==> config.mk <==
export PLATFORM = sky130hd
export DESIGN_NAME = double_ended_arena_allocator
export DESIGN_NICKNAME = d
export VERILOG_FILES = /design/src/rtl/core/deaa_pkg.sv /design/src/rtl/core/deaa_ctrl.sv /design/src/rtl/core/deaa_dp.sv /design/src/rtl/core/double_ended_arena_allocator.sv
export VERILOG_INCLUDE_DIRS = /design/src /design/src/rtl/core
export SDC_FILE = /design/constraint.sdc
export NUM_CORES = 2
export LEC_CHECK = 0
export BUFFER_PORTS_ARGS = -buffer_cell sky130_fd_sc_hd__buf_2
export CAP_MARGIN = 5
export CORE_MARGIN = 4
export CORE_UTILIZATION = 50
export CTS_CLUSTER_DIAMETER = 40
export CTS_CLUSTER_SIZE = 28
export DETAILED_ROUTE_END_ITERATION = 16
export PLACE_DENSITY = 0.7
export SYNTH_ARGS = -nofsm -noshare
export SYNTH_HDL_FRONTEND = slang
export SYNTH_HIERARCHICAL = 1
export SYNTH_SLANG_ARGS = --single-unit
==> constraint.sdc <==
create_clock -name clk -period 5.2 [get_ports clk]
set_input_delay 0.78 -clock clk [delete_from_list [all_inputs] [get_ports clk]]
set_output_delay 0.78 -clock clk [all_outputs]
set_load 0.05 [all_outputs]
==> src/rtl/core/double_ended_arena_allocator_assert.svh <==
// Assertion macros shared by the arena allocator modules.
// Each macro expects signals named clk and rst_n in the scope where it is used.
`ifndef DOUBLE_ENDED_ARENA_ALLOCATOR_ASSERT_SVH
`define DOUBLE_ENDED_ARENA_ALLOCATOR_ASSERT_SVH

// Same-cycle implication, switched off while reset is held.
`define DEAA_ASSERT_IMP(lbl, ante, cons) \
  lbl: assert property (@(posedge clk) disable iff (!rst_n) (ante) |-> (cons)) \
    else $error("arena allocator assertion failed");

// Next-cycle implication, switched off while reset is held.
`define DEAA_ASSERT_NXT(lbl, ante, cons) \
  lbl: assert property (@(posedge clk) disable iff (!rst_n) (ante) |=> (cons)) \
    else $error("arena allocator assertion failed");

`endif

==> src/rtl/core/deaa_pkg.sv <==
// Shared types and constants for the double-ended arena allocator.
// No dependencies; used by the controller, the datapath and the top level.
package deaa_pkg;

  // Block layout: every block carries a header and is rounded to the alignment.
  // The alignment must be a power of two.
  localparam int unsigned HEADER_BYTES = 16;
  localparam int unsigned ALIGN_BYTES  = 16;
  localparam int unsigned ALIGN_MASK   = ALIGN_BYTES - 1;

  // Field widths.
  localparam int unsigned ADDR_W  = 32;
  localparam int unsigned USED_W  = 31;
  localparam int unsigned TOTAL_W = 33;
  localparam int unsigned GAP_W   = 34;

  // Configuration register indexes.
  localparam logic CFG_ARENA_BASE = 1'b0;
  localparam logic CFG_ARENA_SIZE = 1'b1;

  typedef enum logic [2:0] {
    ACT_ALLOC_LOW  = 3'd0,
    ACT_ALLOC_HIGH = 3'd1,
    ACT_ALLOC_TEMP = 3'd2,
    ACT_FREE_LOW   = 3'd3,
    ACT_FREE_HIGH  = 3'd4,
    ACT_READ_LOW   = 3'd5,
    ACT_READ_HIGH  = 3'd6,
    ACT_CLEAR      = 3'd7
  } action_t;

  typedef enum logic [1:0] {
    STS_OK       = 2'd0,
    STS_BAD_SIZE = 2'd1,
    STS_NO_SPACE = 2'd2,
    STS_BAD_MARK = 2'd3
  } status_t;

  typedef enum logic [1:0] {
    ST_IDLE,
    ST_PREP,
    ST_EVAL,
    ST_COMMIT
  } ctl_state_t;

  // Commands from the controller to the datapath.
  typedef struct packed {
    logic load_in;
    logic prep;
    logic eval;
    logic commit;
  } ctl_cmd_t;

endpackage

==> src/rtl/core/deaa_ctrl.sv <==
// Sequencing controller for the arena allocator: load, prepare, evaluate, commit.
// Depends on deaa_pkg and the assertion macro header.
`include "double_ended_arena_allocator_assert.svh"

module deaa_ctrl
  import deaa_pkg::*;
(
  input  logic     clk,
  input  logic     rst_n,
  input  logic     in_valid,
  output logic     in_stall,
  output logic     out_valid,
  input  logic     out_stall,
  output ctl_cmd_t cmd
);

  ctl_state_t state_r, state_nxt;
  logic       out_valid_r, out_valid_nxt;
  logic       can_commit;

  // The result register is free when empty or being taken this cycle.
  assign can_commit = !(out_valid_r && out_stall);

  // Next state.
  always_comb begin
    state_nxt = state_r;
    unique case (state_r)
      ST_IDLE:   if (in_valid) state_nxt = ST_PREP;
      ST_PREP:   state_nxt = ST_EVAL;
      ST_EVAL:   state_nxt = ST_COMMIT;
      ST_COMMIT: if (can_commit) state_nxt = ST_IDLE;
      default:   state_nxt = ST_IDLE;
    endcase
  end

  // Commands and handshake outputs.
  always_comb begin
    cmd         = '0;
    in_stall    = 1'b1;
    unique case (state_r)
      ST_IDLE: begin
        in_stall    = 1'b0;
        cmd.load_in = in_valid;
      end
      ST_PREP:   cmd.prep   = 1'b1;
      ST_EVAL:   cmd.eval   = 1'b1;
      ST_COMMIT: cmd.commit = can_commit;
      default:   cmd        = '0;
    endcase
  end

  // Result valid flag: set on commit, cleared once the item is taken.
  always_comb begin
    out_valid_nxt = out_valid_r;
    if (cmd.commit) begin
      out_valid_nxt = 1'b1;
    end else if (out_valid_r && !out_stall) begin
      out_valid_nxt = 1'b0;
    end
  end

  always_ff @(posedge clk) begin
    if (!rst_n) begin
      state_r     <= ST_IDLE;
      out_valid_r <= 1'b0;
    end else begin
      state_r     <= state_nxt;
      out_valid_r <= out_valid_nxt;
    end
  end

  assign out_valid = out_valid_r;

  // A commit never overwrites a result that is still waiting.
  `DEAA_ASSERT_IMP(a_no_overwrite, cmd.commit, !(out_valid_r && out_stall))
  // An accepted item always moves on to the prepare step.
  `DEAA_ASSERT_NXT(a_accept_to_prep, in_valid && !in_stall, state_r == ST_PREP)
  // A commit always leaves a valid result behind.
  `DEAA_ASSERT_NXT(a_commit_valid, cmd.commit, out_valid_r)

endmodule

==> src/rtl/core/deaa_dp.sv <==
// Datapath of the arena allocator: configuration, used counts, temp block and result.
// Depends on deaa_pkg and the assertion macro header; driven by deaa_ctrl.
`include "double_ended_arena_allocator_assert.svh"

module deaa_dp
  import deaa_pkg::*;
(
  input  logic                clk,
  input  logic                rst_n,
  input  ctl_cmd_t            cmd,
  input  logic                cfg_we,
  input  logic                cfg_index,
  input  logic [ADDR_W-1:0]   cfg_data,
  input  logic [2:0]          in_action,
  input  logic signed [31:0]  in_request_size,
  input  logic signed [31:0]  in_target_mark,
  output logic [1:0]          out_status,
  output logic [ADDR_W-1:0]   out_user_address,
  output logic [USED_W-1:0]   out_mark_value
);

  // Configuration and allocator state.
  logic [ADDR_W-1:0] arena_base_r;
  logic [USED_W-1:0] arena_size_r;
  logic [USED_W-1:0] low_used_r, low_used_nxt;
  logic [USED_W-1:0] high_used_r, high_used_nxt;
  logic              temp_active_r, temp_active_nxt;
  logic [USED_W-1:0] temp_mark_r, temp_mark_nxt;

  // Captured item.
  action_t            act_r;
  logic signed [31:0] size_r;
  logic signed [31:0] mark_r;

  // Prepare step.
  logic [31:0]        rnd;
  logic [TOTAL_W-1:0] total_r, total_nxt;
  logic               rel_r, rel_nxt;
  logic [USED_W-1:0]  base_high_r, base_high_nxt;
  logic [GAP_W-1:0]   gap_plain_r, gap_plain_nxt;
  logic [GAP_W-1:0]   gap_temp_r, gap_temp_nxt;
  logic [ADDR_W-1:0]  low_addr_r, low_addr_nxt;
  logic [ADDR_W-1:0]  top_r, top_nxt;

  // Evaluate step.
  logic [GAP_W-1:0]   gap_sel;
  logic               fits;
  logic               mark_low_ok, mark_high_ok;
  status_t            status_r, status_nxt;
  logic [USED_W-1:0]  nh_r, nh_nxt;
  logic [USED_W-1:0]  nl_r, nl_nxt;

  // Result register.
  status_t            res_status_r, res_status_nxt;
  logic [ADDR_W-1:0]  res_addr_r, res_addr_nxt;
  logic [USED_W-1:0]  res_mark_r, res_mark_nxt;

  // Configuration writes.
  always_ff @(posedge clk) begin
    if (!rst_n) begin
      arena_base_r <= '0;
      arena_size_r <= '0;
    end else if (cfg_we) begin
      unique case (cfg_index)
        CFG_ARENA_BASE: arena_base_r <= cfg_data;
        CFG_ARENA_SIZE: arena_size_r <= cfg_data[USED_W-1:0];
        default:        arena_base_r <= arena_base_r;
      endcase
    end
  end

  // Capture the item on acceptance.
  always_ff @(posedge clk) begin
    if (cmd.load_in) begin
      act_r  <= action_t'(in_action);
      size_r <= in_request_size;
      mark_r <= in_target_mark;
    end
  end

  // Prepare: block total, temp release view, free gaps and base addresses.
  always_comb begin
    rnd = ({1'b0, size_r[30:0]} + 32'(ALIGN_MASK)) & ~32'(ALIGN_MASK);
    total_nxt     = {1'b0, rnd} + TOTAL_W'(HEADER_BYTES);
    rel_nxt       = temp_active_r && (temp_mark_r <= high_used_r);
    base_high_nxt = rel_nxt ? temp_mark_r : high_used_r;
    gap_plain_nxt = {3'b0, arena_size_r} - {3'b0, low_used_r} - {3'b0, high_used_r};
    gap_temp_nxt  = {3'b0, arena_size_r} - {3'b0, low_used_r} - {3'b0, temp_mark_r};
    low_addr_nxt  = arena_base_r + {1'b0, low_used_r} + ADDR_W'(HEADER_BYTES);
    top_nxt       = arena_base_r + {1'b0, arena_size_r} + ADDR_W'(HEADER_BYTES);
  end

  always_ff @(posedge clk) begin
    if (cmd.prep) begin
      total_r     <= total_nxt;
      rel_r       <= rel_nxt;
      base_high_r <= base_high_nxt;
      gap_plain_r <= gap_plain_nxt;
      gap_temp_r  <= gap_temp_nxt;
      low_addr_r  <= low_addr_nxt;
      top_r       <= top_nxt;
    end
  end

  // Evaluate: fit and mark checks, new used counts and the status.
  always_comb begin
    if ((act_r == ACT_ALLOC_HIGH || act_r == ACT_ALLOC_TEMP) && rel_r) begin
      gap_sel = gap_temp_r;
    end else begin
      gap_sel = gap_plain_r;
    end
    fits         = !gap_sel[GAP_W-1] && (gap_sel[TOTAL_W-1:0] >= total_r);
    mark_low_ok  = !mark_r[31] && (mark_r[30:0] <= low_used_r);
    mark_high_ok = !mark_r[31] && (mark_r[30:0] <= base_high_r);
    nh_nxt       = base_high_r + total_r[USED_W-1:0];
    nl_nxt       = low_used_r + total_r[USED_W-1:0];
    unique case (act_r)
      ACT_ALLOC_LOW, ACT_ALLOC_HIGH, ACT_ALLOC_TEMP: begin
        if (size_r[31]) begin
          status_nxt = STS_BAD_SIZE;
        end else if (!fits) begin
          status_nxt = STS_NO_SPACE;
        end else begin
          status_nxt = STS_OK;
        end
      end
      ACT_FREE_LOW:  status_nxt = mark_low_ok  ? STS_OK : STS_BAD_MARK;
      ACT_FREE_HIGH: status_nxt = mark_high_ok ? STS_OK : STS_BAD_MARK;
      default:       status_nxt = STS_OK;
    endcase
  end

  always_ff @(posedge clk) begin
    if (cmd.eval) begin
      status_r <= status_nxt;
      nh_r     <= nh_nxt;
      nl_r     <= nl_nxt;
    end
  end

  // Commit: state update and result item.
  always_comb begin
    low_used_nxt    = low_used_r;
    high_used_nxt   = high_used_r;
    temp_active_nxt = temp_active_r;
    temp_mark_nxt   = temp_mark_r;
    res_status_nxt  = status_r;
    res_addr_nxt    = '0;
    res_mark_nxt    = '0;
    unique case (act_r)
      ACT_ALLOC_LOW: begin
        if (status_r == STS_OK) begin
          low_used_nxt = nl_r;
          res_addr_nxt = low_addr_r;
        end
        res_mark_nxt = low_used_nxt;
      end
      ACT_ALLOC_HIGH, ACT_ALLOC_TEMP: begin
        if (status_r == STS_OK) begin
          high_used_nxt   = nh_r;
          temp_active_nxt = (act_r == ACT_ALLOC_TEMP);
          if (act_r == ACT_ALLOC_TEMP) begin
            temp_mark_nxt = base_high_r;
          end
          res_addr_nxt = top_r - {1'b0, nh_r};
        end
        res_mark_nxt = high_used_nxt;
      end
      ACT_FREE_LOW: begin
        if (status_r == STS_OK) begin
          low_used_nxt = mark_r[USED_W-1:0];
        end
        res_mark_nxt = low_used_nxt;
      end
      ACT_FREE_HIGH: begin
        if (status_r == STS_OK) begin
          high_used_nxt   = mark_r[USED_W-1:0];
          temp_active_nxt = 1'b0;
        end
        res_mark_nxt = high_used_nxt;
      end
      ACT_READ_LOW: res_mark_nxt = low_used_r;
      ACT_READ_HIGH: begin
        high_used_nxt   = base_high_r;
        temp_active_nxt = 1'b0;
        res_mark_nxt    = base_high_r;
      end
      ACT_CLEAR: begin
        low_used_nxt    = '0;
        high_used_nxt   = '0;
        temp_active_nxt = 1'b0;
        temp_mark_nxt   = '0;
      end
      default: res_mark_nxt = '0;
    endcase
  end

  always_ff @(posedge clk) begin
    if (!rst_n) begin
      low_used_r    <= '0;
      high_used_r   <= '0;
      temp_active_r <= 1'b0;
      temp_mark_r   <= '0;
    end else if (cmd.commit) begin
      low_used_r    <= low_used_nxt;
      high_used_r   <= high_used_nxt;
      temp_active_r <= temp_active_nxt;
      temp_mark_r   <= temp_mark_nxt;
    end
  end

  always_ff @(posedge clk) begin
    if (cmd.commit) begin
      res_status_r <= res_status_nxt;
      res_addr_r   <= res_addr_nxt;
      res_mark_r   <= res_mark_nxt;
    end
  end

  assign out_status       = res_status_r;
  assign out_user_address = res_addr_r;
  assign out_mark_value   = res_mark_r;

  // An active temp block always sits above its own release mark.
  `DEAA_ASSERT_IMP(a_temp_below_high, temp_active_r, temp_mark_r <= high_used_r)
  // A failed item leaves the used counts untouched.
  `DEAA_ASSERT_IMP(a_error_keeps_state,
                   cmd.commit && status_r != STS_OK,
                   low_used_nxt == low_used_r && high_used_nxt == high_used_r)

endmodule

==> src/rtl/core/double_ended_arena_allocator.sv <==
// Double-ended arena allocator: low blocks grow up from arena_base, high blocks grow
// down from arena_base + arena_size, and each request costs its size rounded up to
// 16 bytes plus a 16-byte header. One item is handled at a time: it is accepted,
// then goes through prepare, evaluate and commit steps of the controller, and the
// next item can be accepted in the cycle after commit. The commit waits while an
// earlier result is still held in the output register. Every item gives exactly
// one result with a status, an address for successful allocations and the
// used-byte mark of the side it touched. Configuration writes are always ready
// and must only be issued while no item is in flight.
// Depends on deaa_pkg, deaa_ctrl and deaa_dp.

module double_ended_arena_allocator
  import deaa_pkg::*;
(
  input  logic               clk,
  input  logic               rst_n,
  // Item input channel.
  input  logic               in_valid,
  output logic               in_stall,
  input  logic [2:0]         in_action,
  input  logic signed [31:0] in_request_size,
  input  logic signed [31:0] in_target_mark,
  // Result channel.
  output logic               out_valid,
  input  logic               out_stall,
  output logic [1:0]         out_status,
  output logic [31:0]        out_user_address,
  output logic [30:0]        out_mark_value,
  // Configuration write channel.
  input  logic               cfg_valid,
  output logic               cfg_ready,
  input  logic               cfg_index,
  input  logic [31:0]        cfg_data
);

  ctl_cmd_t cmd;

  // Register writes are taken in any cycle.
  assign cfg_ready = 1'b1;

  // Sequencing.
  deaa_ctrl u_ctrl (
    .clk       (clk),
    .rst_n     (rst_n),
    .in_valid  (in_valid),
    .in_stall  (in_stall),
    .out_valid (out_valid),
    .out_stall (out_stall),
    .cmd       (cmd)
  );

  // Arithmetic, state and result register.
  deaa_dp u_dp (
    .clk              (clk),
    .rst_n            (rst_n),
    .cmd              (cmd),
    .cfg_we           (cfg_valid && cfg_ready),
    .cfg_index        (cfg_index),
    .cfg_data         (cfg_data),
    .in_action        (in_action),
    .in_request_size  (in_request_size),
    .in_target_mark   (in_target_mark),
    .out_status       (out_status),
    .out_user_address (out_user_address),
    .out_mark_value   (out_mark_value)
  );

endmodule

Word level (Yosys, flattened, before mapping). Cells that the tools add are included.

Equal/unequal tests: 15. Bitwise logic cells: 1. Order comparisons: 4. Reductions and logical operators: 30. Add/subtract/negate cells: 12. Multiplexer cells: 33.

Operator list (count): two-way mux 31 bit (7); case mux 31 bit (6 select lines) (1); case mux 31 bit (4 select lines) (1); <= comparator 31 bit (3); case mux 31 bit (3 select lines) (1); subtractor 34 x 31 -> 34 bit (2); adder 32 x 31 -> 32 bit (2); adder 32 x 5 -> 32 bit (second input constant) (2); two-way mux 32 bit (2); case mux 32 bit (2 select lines) (1); adder 31 bit (2); case mux 31 bit (2 select lines) (1); two-way mux 34 bit (1); adder 32 x 5 -> 33 bit (second input constant) (1); >= comparator 33 bit (1); adder 31 x 4 -> 32 bit (second input constant) (1); subtractor 31 x 31 -> 32 bit (1); subtractor 32 x 31 -> 32 bit (1); == test 3 bit (second input constant) (4); two-way mux 2 bit (6); AND reduction 2 bit (5); two-way mux 1 bit (9); case mux 2 bit (4 select lines) (1); AND reduction 4 bit (2); 19 further kinds (37).

Logic and storage cells: 119. Flip-flop bits (word level): 553. Bits of input ports: 105.

Depth between registers and ports, before layout.
Depth in word-level cells: 9. Mapped depth: 24. Mapped depth without buffers: 24.

By module. Netlist, hierarchy kept.

Modules (own cells, without submodules): deaa_dp (times used 1, seq. area each 14794.2 um^2, cells each 3811, area each 36404.9 um^2); deaa_ctrl (times used 1, seq. area each 60.1 um^2, cells each 24, area each 216.5 um^2); double_ended_arena_allocator (times used 1, seq. area each 0.0 um^2, cells each 2, area each 11.3 um^2).

Worst setup path before layout. OpenSTA, ideal clock, no wires.

Kind: reg-to-reg. Start point: register u_ctrl.state_r[1]. End point: register u_dp.base_high_r[0], enable pin. Period minus slack after synthesis: 5433 ps. Required time: 4623 ps. Buffers on the path: 0. Stages on the path, launching flop included: 3. Data arrival time: 4856 ps. Path slack: -233 ps. Cell sequence: dfxtp_1 > inv_1 > ha_1.

RTL lines: start: declaration (RTL line deaa_ctrl.sv:17) `ctl_state_t state_r, state_nxt;`; start signal: assignment (RTL line deaa_ctrl.sv:67) `state_r <= state_nxt;`; end signal: assignment (RTL line deaa_dp.sv:97) `base_high_r <= base_high_nxt;`; end: declaration (RTL line deaa_dp.sv:39) `logic [USED_W-1:0] base_high_r, base_high_nxt;`.

Final worst setup path.
Start point: register u_dp.low_used_r[16]. End point: register u_dp.gap_plain_r[32], data pin.

Longest elaborated chain between the ends: 2.

Ends and longest elaborated chain: start: declaration (RTL line deaa_dp.sv:25) `logic [USED_W-1:0] low_used_r, low_used_nxt;`; start signal: assignment (RTL line deaa_dp.sv:205) `low_used_r <= low_used_nxt;`; subtractor 31 x 31 -> 32 bit (RTL line deaa_dp.sv:87) `gap_plain_nxt = {3'b0, arena_size_r} - {3'b0, low_used_r} - {3'b0, high_used_r};`; subtractor 34 x 31 -> 34 bit (RTL line deaa_dp.sv:87); named net u_dp.gap_plain_nxt[32] (RTL line deaa_dp.sv:40) `logic [GAP_W-1:0] gap_plain_r, gap_plain_nxt;`; end signal: assignment (RTL line deaa_dp.sv:98) `gap_plain_r <= gap_plain_nxt;`; end: declaration (RTL line deaa_dp.sv:40).

The timed path passes the listed nets, and every way through them passes these cells. A chain may end at the register's enable or synchronous reset.

==> results.toml <==
[flow_run]
drv_cap = 0

[sta]
fmax_ghz = 0.2034
hold_viol_final = 0
fin_crit_sh = 0.9455
setup_viol = 0
fin_skew_ns = 0.02254
fin_crit_ns = 4.917
worst_slew_pin_slew_ns = 1.119
fin_tns_setup_ns = 0
final-max-slew-violation-count = 0
max_slew_margin = 0.2524

[floorplanning]
start_util = 0.5081
rows = 98
die_area_mm2 = 0.07766
die_x_um = 278.7
ios = 173
die_h_um = 278.7
coreArea_mm2 = 0.07210

[worst_setup_path]
rrSetupSlack_ns = 0.28
worst_ep_arrival_time_ns = 5.30
cpPeakStageDelay_ns = 0.51
crit_buf_inv = 2
startpoint_type = "register"
slowest_stage = "or4_1"
reg2reg_depth = 20
crit_cells = 20
cp_max_fo = 5
crit_required_ns = 5.58
path_class = "reg -> reg"
crit_path_end_kind = "register"
path_delay_family = "simple AND/OR/NAND/NOR gates"
cp_cell_sequence = "inv_1 -> ha_1 -> and3_1 -> nor2b_1 -> nand2_1 -> o22a_1 -> o211ai_1 -> nand2_1 -> xnor2_2 -> ha_4 -> and4_2 -> buf_4 -> a41oi_1 -> o31ai_2 -> a21oi_1 -> a311oi_2 -> nand4_1 -> a31oi_2 -> nor3_1 -> or4_1"
crit_top_cell = "nand2_1"

[pwr]
clockPowerShare = 0.332
pwr-share-seq = 0.327
p_leak_nw = 18.39
combPwrFrac = 0.341
powerDensity_mw_per_mm2 = 479.6
intPower_mw = 13.04
switchingPower_mw = 7.397
peakVddDrop_mv = 0.2990
swShare = 0.3620

[cells_and_area]
mostFrequentLayoutCells = "ha_1 (419), nand2_1 (415), edfxtp_1 (388)"
nets = 4592
diodes = 0
instances_no_fill = 5093
num-fill-cells = 6274
syn_to_final_growth_pct = 16.31
drive_gt1_frac = 0.1323
layout.cells.most_common = "ha_1"

[run_status]
status = "completed"

[placement]
dp.cells = 4892
place.port_buffers = 171
gp_congestion = 0.9607
dpl.hpwl_um = 82060

[synth]
synth_area_per_cell_um2 = 9.547
synth_xor_area_frac = 0.05451
synth.area.top_cells = "edfxtp_1 (32%), ha_1 (15%), dfxtp_1 (8.7%), nand2_1 (4.3%), a21oi_1 (4.2%)"
yosysSeqAreaShare = 0.4055
synth_cell_types = 85
synth_mux_area_frac = 0.01820
ys_seq_elements = 548
syn_inst = 3837
synth_ff_type = "edfxtp_1"
yosys.area.top_type_share = 0.3181
synth_area_mm2 = 0.03663
synth_edf_count = 388
ys_async_sr_fraction = 0
syn_nets = 4376
synth_fa_ha_area_frac = 0.1499
synth_top_family_by_area = "compound AO/OA/AOI/OAI gates"
yosysWarnings = 6
synth_compound_area_frac = 0.2007
yosys.area_share.simple = 0.1287
yosysTopAreaCell = "edfxtp_1"

[clock_network]
clk_pin_slew_ns = 0.05
root_buffer = "clkbuf_16"
clk_path_buf_depth = 3
tritoncts = "done"
clkLatencyLatePin_ns = 0.65
numCtsBuffers = 102
cts.sinks = 548
cts_max_level = 3
ctsHoldBuffers = 0

[min_path]
hold_class = "in -> reg"
min_path_cells = 1

[detailed_routing]
drt-initial-drc-count = 2983
drc = 0
wl_met2_um = 45600
ant_nets = 0
firstDrtPassIters = 6
wl_per_cell_um = 21.05
num_vias = 29910
top_layer = "met5"
viasPerCell = 5.872
routedLengthMet1_um = 47280
wl_met3_um = 10400
wirelength_um = 107200

[grt]
grt_pass1_wl_um = 163000
grt_max_degree = 157
grt_pass1_vias = 28690
grt-ovfl-total = 0
grt_util_all_layers = 0.2678
antenna_found_initial = 2
[stage by stage]
step	total power [mW]	hold WS, ns	utilization	instance area (µm²)	setup slack [ns]
floorplan	11.34	0.4422	-	36640	0.7642
global placement	13.38	0.4521	0.5380	38790	0.09932
detailed placement	13.47	0.4603	0.5380	38790	-0.01342
CTS	20.34	0.2619	0.5875	42360	0.008131
global route	21.53	0.2760	0.5910	42610	-0.06952
finish	20.43	0.3000	0.5910	42610	0.2834
[sequential cells by signal (all words and copies together) (netlist names), 2 cells and up]
register / cells
u_dp/low_addr_r: 32
u_dp/low_used_r: 31
u_dp/res_status_nxt: 2
u_dp/out_user_address: 32
u_dp/arena_size_r: 31
u_dp/nh_r: 31
u_ctrl/state_r: 2
u_dp/size_r: 32
u_dp/top_r: 32
u_dp/act_r: 3
u_dp/gap_plain_r: 34
u_dp/out_status: 2
u_dp/gap_temp_r: 33
u_dp/mark_r: 32
u_dp/arena_base_r: 32
u_dp/total_r: 29
u_dp/high_used_r: 31
u_dp/out_mark_value: 31
u_dp/base_high_r: 31
u_dp/temp_mark_r: 31
u_dp/nl_r: 31
[cell type report]
class                   count  area, µm²  share of cell area
inverters                 274       1028             0.02414
flip-flops and latches    548      14860              0.3487
well taps                 950       1189             0.02790
clock inverters            75      795.8             0.01868
repair buffers            244       1444             0.03389
clock buffers             119       2763             0.06484
multi-input cells        2883      20530              0.4819
[routing by layer]
layer,up-vias,track usage
met1,14020,0.3834
met5,-,0
li1,14450,-
met3,203,0.05075
met2,1236,0.4050
met4,4,0.1001
[power groups by stage]
stage          logic [mW]  registers [mW]  clock network (mW)
4_1_cts              6.81            6.64                6.88
6_report             6.97            6.68                6.78
5_1_grt              7.68            6.74                7.11
3_5_place_dp         6.75            6.72                   0
2_1_floorplan        4.83            6.50                   0
3_3_place_gp         6.67            6.70                   0
[worst paths after layout]
| path | startpoint | end |
|---|---|---|
| hold / removal | in_target_mark[1] | u_dp/mark_r[1]$_DFFE_PP_ |
| hold reg to reg | u_dp/arena_base_r[4]$_SDFFE_PN0P_ | u_dp/arena_base_r[4]$_SDFFE_PN0P_ |
| setup / recovery | u_dp/low_used_r[16]$_SDFFE_PN0P_ | u_dp/gap_plain_r[32]$_DFFE_PP_ |
| setup reg to reg | u_dp/low_used_r[16]$_SDFFE_PN0P_ | u_dp/gap_plain_r[32]$_DFFE_PP_ |
[repair_timing]
item                       4_1_cts  5_1_grt
setup buffers                    0        7
setup endpoints to repair        2       18
gates resized for setup          1       48
pin swaps                        0       17
[Yosys cell counts (47+ instances only)]
cell type / n
edfxtp_1: 388
dfxtp_1: 160
clkbuf_1: 111
inv_1: 274
ha_1: 426
nand2_1: 415
nor2_1: 216
nand3_1: 92
a21boi_0: 100
o21ai_0: 260
a21o_1: 121
o21a_1: 47
xnor2_1: 150
xor2_1: 78
a21oi_1: 305
[logic make-up after synthesis]
group                      after synthesis
adders and majority gates              434
other                                    2
DFF                                    548
AOI/OAI and AO/OA                     1136
buffers and inverters                  406
muxes                                   63
and+or+nand+nor                       1020
xor gates and xnor gates               228
Power figures use the tool's default switching activity.
